--- config.mk ---
export PLATFORM = sky130hd
export DESIGN_NAME = kci_ctrl
export DESIGN_NICKNAME = d
export VERILOG_FILES = /design/src/rtl/kci_pkg.sv /design/src/rtl/kci_ctrl.sv
export SDC_FILE = /design/constraint.sdc
export NUM_CORES = 1
export LEC_CHECK = 0
export ABC_AREA = 1
export BUFFER_PORTS_ARGS = -buffer_cell sky130_fd_sc_hd__clkbuf_2
export CORE_ASPECT_RATIO = 0.7
export CORE_MARGIN = 5
export CORE_UTILIZATION = 40
export DETAILED_ROUTE_END_ITERATION = 8
export PLACE_DENSITY = 0.68
export SLEW_MARGIN = 20
export SYNTH_ARGS = -nofsm -noshare
export SYNTH_HDL_FRONTEND = slang
export SYNTH_SLANG_ARGS = --single-unit
export TNS_END_PERCENT = 30
--- constraint.sdc ---
create_clock -name clock -period 3.95 [get_ports clock]
set_input_delay 0.79 -clock clock [delete_from_list [all_inputs] [get_ports clock]]
set_output_delay 0.79 -clock clock [all_outputs]
set_load 0.02 [all_outputs]
--- src/rtl/kci_pkg.sv ---
// ----------------------------------------------------------------------------
// kci_pkg
// Shared types, codes and constants of the keyframe channel interpolator.
// ----------------------------------------------------------------------------
package kci_pkg;

   // Default sizes
   localparam int KCI_MAX_KEYS     = 256;
   localparam int KCI_NUM_CHANNELS = 31;

   // Command codes of the input word
   localparam logic [2:0] CMD_TICK       = 3'd0;
   localparam logic [2:0] CMD_START      = 3'd1;
   localparam logic [2:0] CMD_STOP       = 3'd2;
   localparam logic [2:0] CMD_LOAD_TIME  = 3'd3;
   localparam logic [2:0] CMD_LOAD_VALUE = 3'd4;

   // Register indexes
   typedef enum logic [1:0] {
      CSR_POLL_INTERVAL    = 2'd0,
      CSR_KEYFRAME_COUNT   = 2'd1,
      CSR_SPEECH_END_TIME  = 2'd2,
      CSR_SPEECH_END_VALID = 2'd3
   } csr_index_type;

   // Time and value constants (Q16.16 times, Q4.12 values)
   localparam logic [32:0]        END_PAD    = 33'd3277;
   localparam logic [32:0]        REST_CLOSE = 33'd19661;
   localparam logic [32:0]        REST_STOP  = 33'd32768;
   localparam logic signed [15:0] JAW_NEAR   = 16'sd205;
   localparam logic signed [15:0] JAW_SHUT   = 16'sd82;
   localparam int                 JAW_CH     = 1;
   localparam logic [31:0]        POLL_RESET = 32'd65536;

   typedef struct packed {
      logic [2:0]         cmd;
      logic [19:0]        delta_time;
      logic [7:0]         key_index;
      logic [4:0]         channel_select;
      logic [31:0]        key_time_in;
      logic signed [15:0] key_value_in;
   } req_word_type;

   typedef struct packed {
      logic [4:0]         channel_id;
      logic signed [15:0] channel_value;
      logic               last_channel;
      logic               poll_request;
      logic               is_animating;
   } rsp_word_type;

   // Controller to datapath
   typedef struct packed {
      logic accept;
      logic rd_last;
      logic end_chk;
      logic srch_rd;
      logic srch_chk;
      logic t0_rd;
      logic t1_rd;
      logic jaw_rd;
      logic rest_chk;
      logic blend_set;
      logic div_step;
      logic ease1;
      logic ease2;
      logic lerp_rdc;
      logic lerp_rdn;
      logic lerp_mul;
      logic lerp_add;
      logic out_take;
      logic zero_all;
      logic stop_finish;
   } ctrl_cmd_type;

   // Datapath to controller
   typedef struct packed {
      logic anim_go;
      logic end_hit;
      logic srch_hit;
      logic srch_last;
      logic rest_zero;
      logic rest_stop;
      logic den_zero;
      logic need_div;
      logic div_done;
      logic ch_last;
      logic out_last;
   } dp_status_type;

endpackage

--- src/rtl/kci_ctrl.sv ---
// ----------------------------------------------------------------------------
// kci_ctrl
// Sequencer of one command: search, blend, divide, ease, lerp, then output.
// ----------------------------------------------------------------------------
module kci_ctrl (
   input  logic                   clock,
   input  logic                   reset,
   input  logic                   req_valid,
   input  logic [2:0]             req_cmd,
   output logic                   req_ready,
   output logic                   rsp_valid,
   input  logic                   rsp_ready,
   input  kci_pkg::dp_status_type status,
   output kci_pkg::ctrl_cmd_type  cmd
);
   import kci_pkg::*;

   typedef enum logic [17:0] {
      ST_IDLE     = 18'h00001,
      ST_END_RD   = 18'h00002,
      ST_END_CHK  = 18'h00004,
      ST_SRCH_RD  = 18'h00008,
      ST_SRCH_CHK = 18'h00010,
      ST_T0_RD    = 18'h00020,
      ST_T1_RD    = 18'h00040,
      ST_JAW_RD   = 18'h00080,
      ST_REST_CHK = 18'h00100,
      ST_BLEND    = 18'h00200,
      ST_DIV      = 18'h00400,
      ST_EASE1    = 18'h00800,
      ST_EASE2    = 18'h01000,
      ST_L_RDC    = 18'h02000,
      ST_L_RDN    = 18'h04000,
      ST_L_MUL    = 18'h08000,
      ST_L_ADD    = 18'h10000,
      ST_OUT      = 18'h20000
   } state_type;

   state_type state_ff, state_in;

   assign req_ready = (state_ff == ST_IDLE);
   assign rsp_valid = (state_ff == ST_OUT);

   // next state and datapath commands
   always_comb begin
      state_in = state_ff;
      cmd      = '0;
      unique case (state_ff)
         ST_IDLE: begin
            if (req_valid) begin
               cmd.accept = 1'b1;
               if (req_cmd == CMD_TICK) begin
                  state_in = status.anim_go ? ST_END_RD : ST_OUT;
               end
            end
         end
         ST_END_RD: begin
            cmd.rd_last = 1'b1;
            state_in    = ST_END_CHK;
         end
         ST_END_CHK: begin
            cmd.end_chk = 1'b1;
            if (status.end_hit) begin
               cmd.stop_finish = 1'b1;
               state_in        = ST_OUT;
            end else begin
               state_in = ST_SRCH_RD;
            end
         end
         ST_SRCH_RD: begin
            cmd.srch_rd = 1'b1;
            state_in    = ST_SRCH_CHK;
         end
         ST_SRCH_CHK: begin
            cmd.srch_chk = 1'b1;
            state_in = (status.srch_hit || status.srch_last) ? ST_T0_RD : ST_SRCH_RD;
         end
         ST_T0_RD: begin
            cmd.t0_rd = 1'b1;
            state_in  = ST_T1_RD;
         end
         ST_T1_RD: begin
            cmd.t1_rd = 1'b1;
            state_in  = ST_JAW_RD;
         end
         ST_JAW_RD: begin
            cmd.jaw_rd = 1'b1;
            state_in   = ST_REST_CHK;
         end
         ST_REST_CHK: begin
            cmd.rest_chk = 1'b1;
            if (status.rest_zero) begin
               cmd.zero_all    = 1'b1;
               cmd.stop_finish = status.rest_stop;
               state_in        = ST_OUT;
            end else begin
               state_in = ST_BLEND;
            end
         end
         ST_BLEND: begin
            cmd.blend_set = 1'b1;
            priority if (status.den_zero) begin
               state_in = ST_L_RDC;
            end else if (status.need_div) begin
               state_in = ST_DIV;
            end else begin
               state_in = ST_EASE1;
            end
         end
         ST_DIV: begin
            cmd.div_step = 1'b1;
            if (status.div_done) begin
               state_in = ST_EASE1;
            end
         end
         ST_EASE1: begin
            cmd.ease1 = 1'b1;
            state_in  = ST_EASE2;
         end
         ST_EASE2: begin
            cmd.ease2 = 1'b1;
            state_in  = ST_L_RDC;
         end
         ST_L_RDC: begin
            cmd.lerp_rdc = 1'b1;
            state_in     = ST_L_RDN;
         end
         ST_L_RDN: begin
            cmd.lerp_rdn = 1'b1;
            state_in     = ST_L_MUL;
         end
         ST_L_MUL: begin
            cmd.lerp_mul = 1'b1;
            state_in     = ST_L_ADD;
         end
         ST_L_ADD: begin
            cmd.lerp_add = 1'b1;
            state_in     = status.ch_last ? ST_OUT : ST_L_RDC;
         end
         ST_OUT: begin
            if (rsp_ready) begin
               cmd.out_take = 1'b1;
               if (status.out_last) begin
                  state_in = ST_IDLE;
               end
            end
         end
         default: state_in = ST_IDLE;
      endcase
   end

   always_ff @(posedge clock) begin
      if (reset) begin
         state_ff <= ST_IDLE;
      end else begin
         state_ff <= state_in;
      end
   end
endmodule

-- After elaboration in Yosys (flattened, before gate mapping)
Cells that the tools add are included.
- flip-flop bits (word level): 18
- latch bits: 0
- memory bits (writable): 0
- bits in read-only memories: 0
- bits of input ports: 18
- output and inout bits: 22
- word-level logic and storage cells: 64
- memories kept: 0
- $add $sub $neg: 0
- multipliers: 0
- div/mod/pow operators: 0
- magnitude comparators: 0
- equal/unequal tests: 23
- shifts and indexed selects: 0
- mux-type cells: 37
- bitwise gates (word level): 0
- reduce and logical (&&, ||, !) cells: 3
- operators with widths (operator ; count):
    one-hot mux 18 bit (18 select lines) ; 1
    2-to-1 mux 18 bit ; 10
    2-to-1 mux 1 bit ; 22
    equality test 18 x 1 -> 1 bit, second input constant ; 1
    equality test 18 x 10 -> 1 bit, second input constant ; 1
    equality test 18 x 11 -> 1 bit, second input constant ; 1
    equality test 18 x 12 -> 1 bit, second input constant ; 1
    equality test 18 x 13 -> 1 bit, second input constant ; 1
    equality test 18 x 14 -> 1 bit, second input constant ; 1
    equality test 18 x 15 -> 1 bit, second input constant ; 1
    equality test 18 x 16 -> 1 bit, second input constant ; 1
    equality test 18 x 17 -> 1 bit, second input constant ; 1
    equality test 18 bit, second input constant ; 1
    equality test 18 x 2 -> 1 bit, second input constant ; 1
    equality test 18 x 3 -> 1 bit, second input constant ; 1
    equality test 18 x 4 -> 1 bit, second input constant ; 1
    equality test 18 x 5 -> 1 bit, second input constant ; 1
    equality test 18 x 6 -> 1 bit, second input constant ; 1
    equality test 18 x 7 -> 1 bit, second input constant ; 1
    equality test 18 x 8 -> 1 bit, second input constant ; 1
    equality test 18 x 9 -> 1 bit, second input constant ; 1
    2-to-1 mux 12 bit ; 1
    2-to-1 mux 6 bit ; 1
    inequality test 2 x 1 -> 1 bit, second input constant ; 3
    6 further kinds ; 7

-- Depth between registers and ports, before layout
- depth in word-level cells: 4
- mapped depth: 11

-- Least setup slack after synthesis
Ideal clock, no wire load.
- path kind: register to output
- from: register state_ff[6]
- to: output cmd[0] (netlist name)
- arrival time: 1357 ps
- required time: 3160 ps
- slack: 1803 ps
- stages on the path, launching flop included: 9
- cells stage by stage: dfxtp_1 > nor2_2 > nand2_2 > nor2_4 > buf_6 > nand4_1 > inv_1 > nand2_1 > nand2_1
- RTL lines (item ; RTL line ; text):
    from (decl) ; kci_ctrl.sv:39 ; state_type state_ff, state_in;
    from (signal assigned) ; kci_ctrl.sv:156 ; state_ff <= state_in;
    to (decl) ; kci_ctrl.sv:14 ; output kci_pkg::ctrl_cmd_type cmd

==> impl_metrics.sql <==
INSERT INTO impl_metrics (metric_group, metric, value, unit) VALUES
('outcome', 'status', 'finished clean', ''),
('critical_path', 'r2r-end', 'state_ff[2]$_SDFFE_PP0P_', ''),
('logic_synthesis', 'ys_async_sr_fraction', '0', ''),
('routing', 'wire_per_inst', '11.4', 'um'),
('sta', 'max_slew_margin', '0.719', ''),
('logic_synthesis', 'synth.top_cells.by_count', '37 x inv_1, 31 x nor2_1, 28 x nand2_1', ''),
('finish', 'layout-area-overhead-vs-synth', '20.4', '%'),
('logic_synthesis', 'synth_warnings', '0', ''),
('global_route', 'wire_length_of_the_first_global_routing_pass', '5300', 'um'),
('global_route', 'globalRoute.totalOverflow', '0', ''),
('finish', 'drive_above_1_share', '0.389', ''),
('critical_path', 'timing.reg2reg.worst_path_depth', '8', ''),
('place', 'io_buffer_count', '39', ''),
('logic_synthesis', 'synthDominantCellAreaShare', '0.262', ''),
('critical_path', 'startpoint_to_endpoint_class_of_the_critical_path', 'reg2out', ''),
('finish', 'reg_top3', 'state_ff x18', ''),
('place', 'gpl.final_weighted_congestion', '0.818', ''),
('routing', 'viasPerCell', '4.55', ''),
('finish', 'fin_cells', '286', ''),
('critical_path', 'worstPathArrival', '1.82', 'ns'),
('logic_synthesis', 'yosysMostFrequentCell', 'inv_1', ''),
('logic_synthesis', 'avgSynthCellArea', '6.91', 'um^2'),
('critical_path', 'worst_ep_required_time', '3.16', 'ns'),
('place', 'dp_hpwl', '2740', 'um'),
('clock_tree', 'cts.reportedPaths.clkPinSlew', '0.07', 'ns'),
('finish', 'num-fill-cells', '351', ''),
('routing', 'totalWireLength', '3250', 'um'),
('critical_path', 'worstReg2RegStart', 'state_ff[6]$_SDFFE_PP0P_', ''),
('critical_path', 'timing.critical_path.depth', '8', ''),
('critical_path', 'timing.critical_path.from', 'state_ff[6]$_SDFFE_PP0P_', ''),
('logic_synthesis', 'syn_area', '1380', 'um^2'),
('die', 'die_area', '4730', 'um^2'),
('logic_synthesis', 'synth_cell_type_count', '28', ''),
('finish', 'multi_input_area', '822', 'um^2'),
('sta', 'layout_min_cycle_time', '2.61', 'ns'),
('sta', 'timing.final.crit_share', '0.662', ''),
('critical_path', 'worstPathBufferInverterCount', '2', ''),
('routing', 'detailedRoute.firstPassIterationCount', '4', ''),
('clock_tree', 'clkLatencyLatePin', '0.26', 'ns'),
('global_route', 'grt_start_max_net_pins', '15', ''),
('routing', 'first_iter_violations', '58', ''),
('global_route', 'met1_usage', '0.217', ''),
('sta', 'rsz0062_at_grt', 'false', ''),
('pwr', 'cellLeakagePower', '0.000920', 'uW'),
('finish', 'num_antenna_cells', '0', ''),
('critical_path', 'timing.critical_path.max_delay_family', 'simple AND/OR/NAND/NOR gates', ''),
('routing', 'ant_nets', '0', ''),
('finish', 'largest_reg_flops', '18', ''),
('sta', 'setup_viol', '0', ''),
('die', 'dieHeight', '59.1', 'um'),
('global_route', 'grt_util_met2', '0.203', ''),
('finish', 'regArea', '360', 'um^2'),
('clock_tree', 'post_cts_resize_count', '0', ''),
('sta', 'report.final.hold_viol_count', '0', ''),
('logic_synthesis', 'synthesized_instance_count', '199', ''),
('critical_path', 'critical_path.startpoint_type', 'register', ''),
('sta', 'fin_worst_skew', '0.00155', 'ns'),
('logic_synthesis', 'synth_enable_flop_cells', '0', ''),
('critical_path', 'critPathMostFrequentCell', 'nand2_1', ''),
('finish', 'registers.top_by_ff_count', 'state_ff', ''),
('critical_path', 'crit_path_top_delay_cell', 'nor2_4', ''),
('clock_tree', 'numCtsBuffers', '3', ''),
('die', 'chipWidth', '80.1', 'um'),
('global_route', 'via_count_of_the_first_global_routing_pass', '1154', ''),
('critical_path', 'worst_setup_path_end_kind', 'primary output', ''),
('global_route', 'global_route.peak_usage_layer', 'met1', ''),
('critical_path', 'critical_path_cell_sequence', 'nor2_2 -> nand2_2 -> nor2_4 -> nand4_1 -> inv_1 -> nand2_1 -> nand2_1 -> clkbuf_2', ''),
('logic_synthesis', 'synth.yosys.seq_area_share', '0.262', ''),
('clock_tree', 'cts_hold_bufs', '0', ''),
('min_path', 'hold_class', 'reg2reg', ''),
('critical_path', 'r2r_setup_slack', '2.20', 'ns');
## power by group
group | switching (uW) | internal (uW) | total, uW
clock | 63.3 | 67.9 | 131
sequential | 4.94 | 186 | 191
combinational | 112 | 48.7 | 160
total | 180 | 303 | 483
## final cells by class
class | count | area share
multi-input combinational | 134 | 0.497
sequential | 18 | 0.218
timing repair buffer | 39 | 0.118
tap | 47 | 0.0355
inverter | 45 | 0.107
clock buffer | 3 | 0.0249
## cells by family (layout without fill, tap and decap cells)
group,after synthesis,after routing,synth area share
simple gates,124,124,0.550
buf+inv,47,87,0.140
flops,18,18,0.262
compound gates,10,10,0.0482
## metal layers
layer | vias to the layer above | wire length, um
met4 | 0 | 33
met1 | 558 | 1700
met3 | 5 | 206
li1 | 703 | -
met2 | 36 | 1310
met5 | - | 0
## worst min path at each step
stage | from | end | slack, ns | cells after the start
6_report | state_ff[13]$_SDFFE_PP0P_ | state_ff[14]$_SDFFE_PP0P_ | 0.59 | 4
5_1_grt | state_ff[13]$_SDFFE_PP0P_ | state_ff[14]$_SDFFE_PP0P_ | 0.61 | 4
4_1_cts | state_ff[13]$_SDFFE_PP0P_ | state_ff[14]$_SDFFE_PP0P_ | 0.59 | 4
3_5_place_dp | state_ff[13]$_SDFFE_PP0P_ | state_ff[14]$_SDFFE_PP0P_ | 0.58 | 4
3_3_place_gp | state_ff[13]$_SDFFE_PP0P_ | state_ff[14]$_SDFFE_PP0P_ | 0.58 | 4
2_1_floorplan | state_ff[13]$_SDFFE_PP0P_ | state_ff[14]$_SDFFE_PP0P_ | 0.56 | 4
## cells in the final DEF (no fill, tap or decap), drive strengths merged
| cell | count |
|---|---|
| dfxtp | 18 |
| nor2 | 44 |
| nand3 | 18 |
| inv | 44 |
| clkinv | 1 |
| or2 | 1 |
| o31ai | 2 |
| nand4 | 6 |
| nand2 | 38 |
| o21ai | 3 |
| a21oi | 5 |
| clkbuf | 42 |
| and3 | 4 |
| nor3 | 13 |
## worst reg2reg max path: stages (launching register included)
cell and delay (ns):
dfxtp_1 0.32, nor2_2 0.17, nand2_2 0.11, nor2_4 0.37
nand4_2 0.23, nor2_4 0.16, nor2_4 0.08, inv_4 0.13
nor3_2 0.05
## metrics by stage
| stage | hold slack [ns] | area, um^2 | setup slack (ns) | power (uW) | util |
|---|---|---|---|---|---|
| floorplan | 0.558 | 1380 | 1.80 | 320 | - |
| global placement | 0.582 | 1610 | 1.72 | 357 | 0.499 |
| detailed placement | 0.584 | 1610 | 1.64 | 357 | 0.499 |
| CTS | 0.595 | 1660 | 1.34 | 488 | 0.512 |
| global route | 0.613 | 1660 | 1.18 | 512 | 0.512 |
| finish | 0.590 | 1660 | 1.34 | 483 | 0.512 |
No activity file was read; power rests on OpenSTA's default activity.
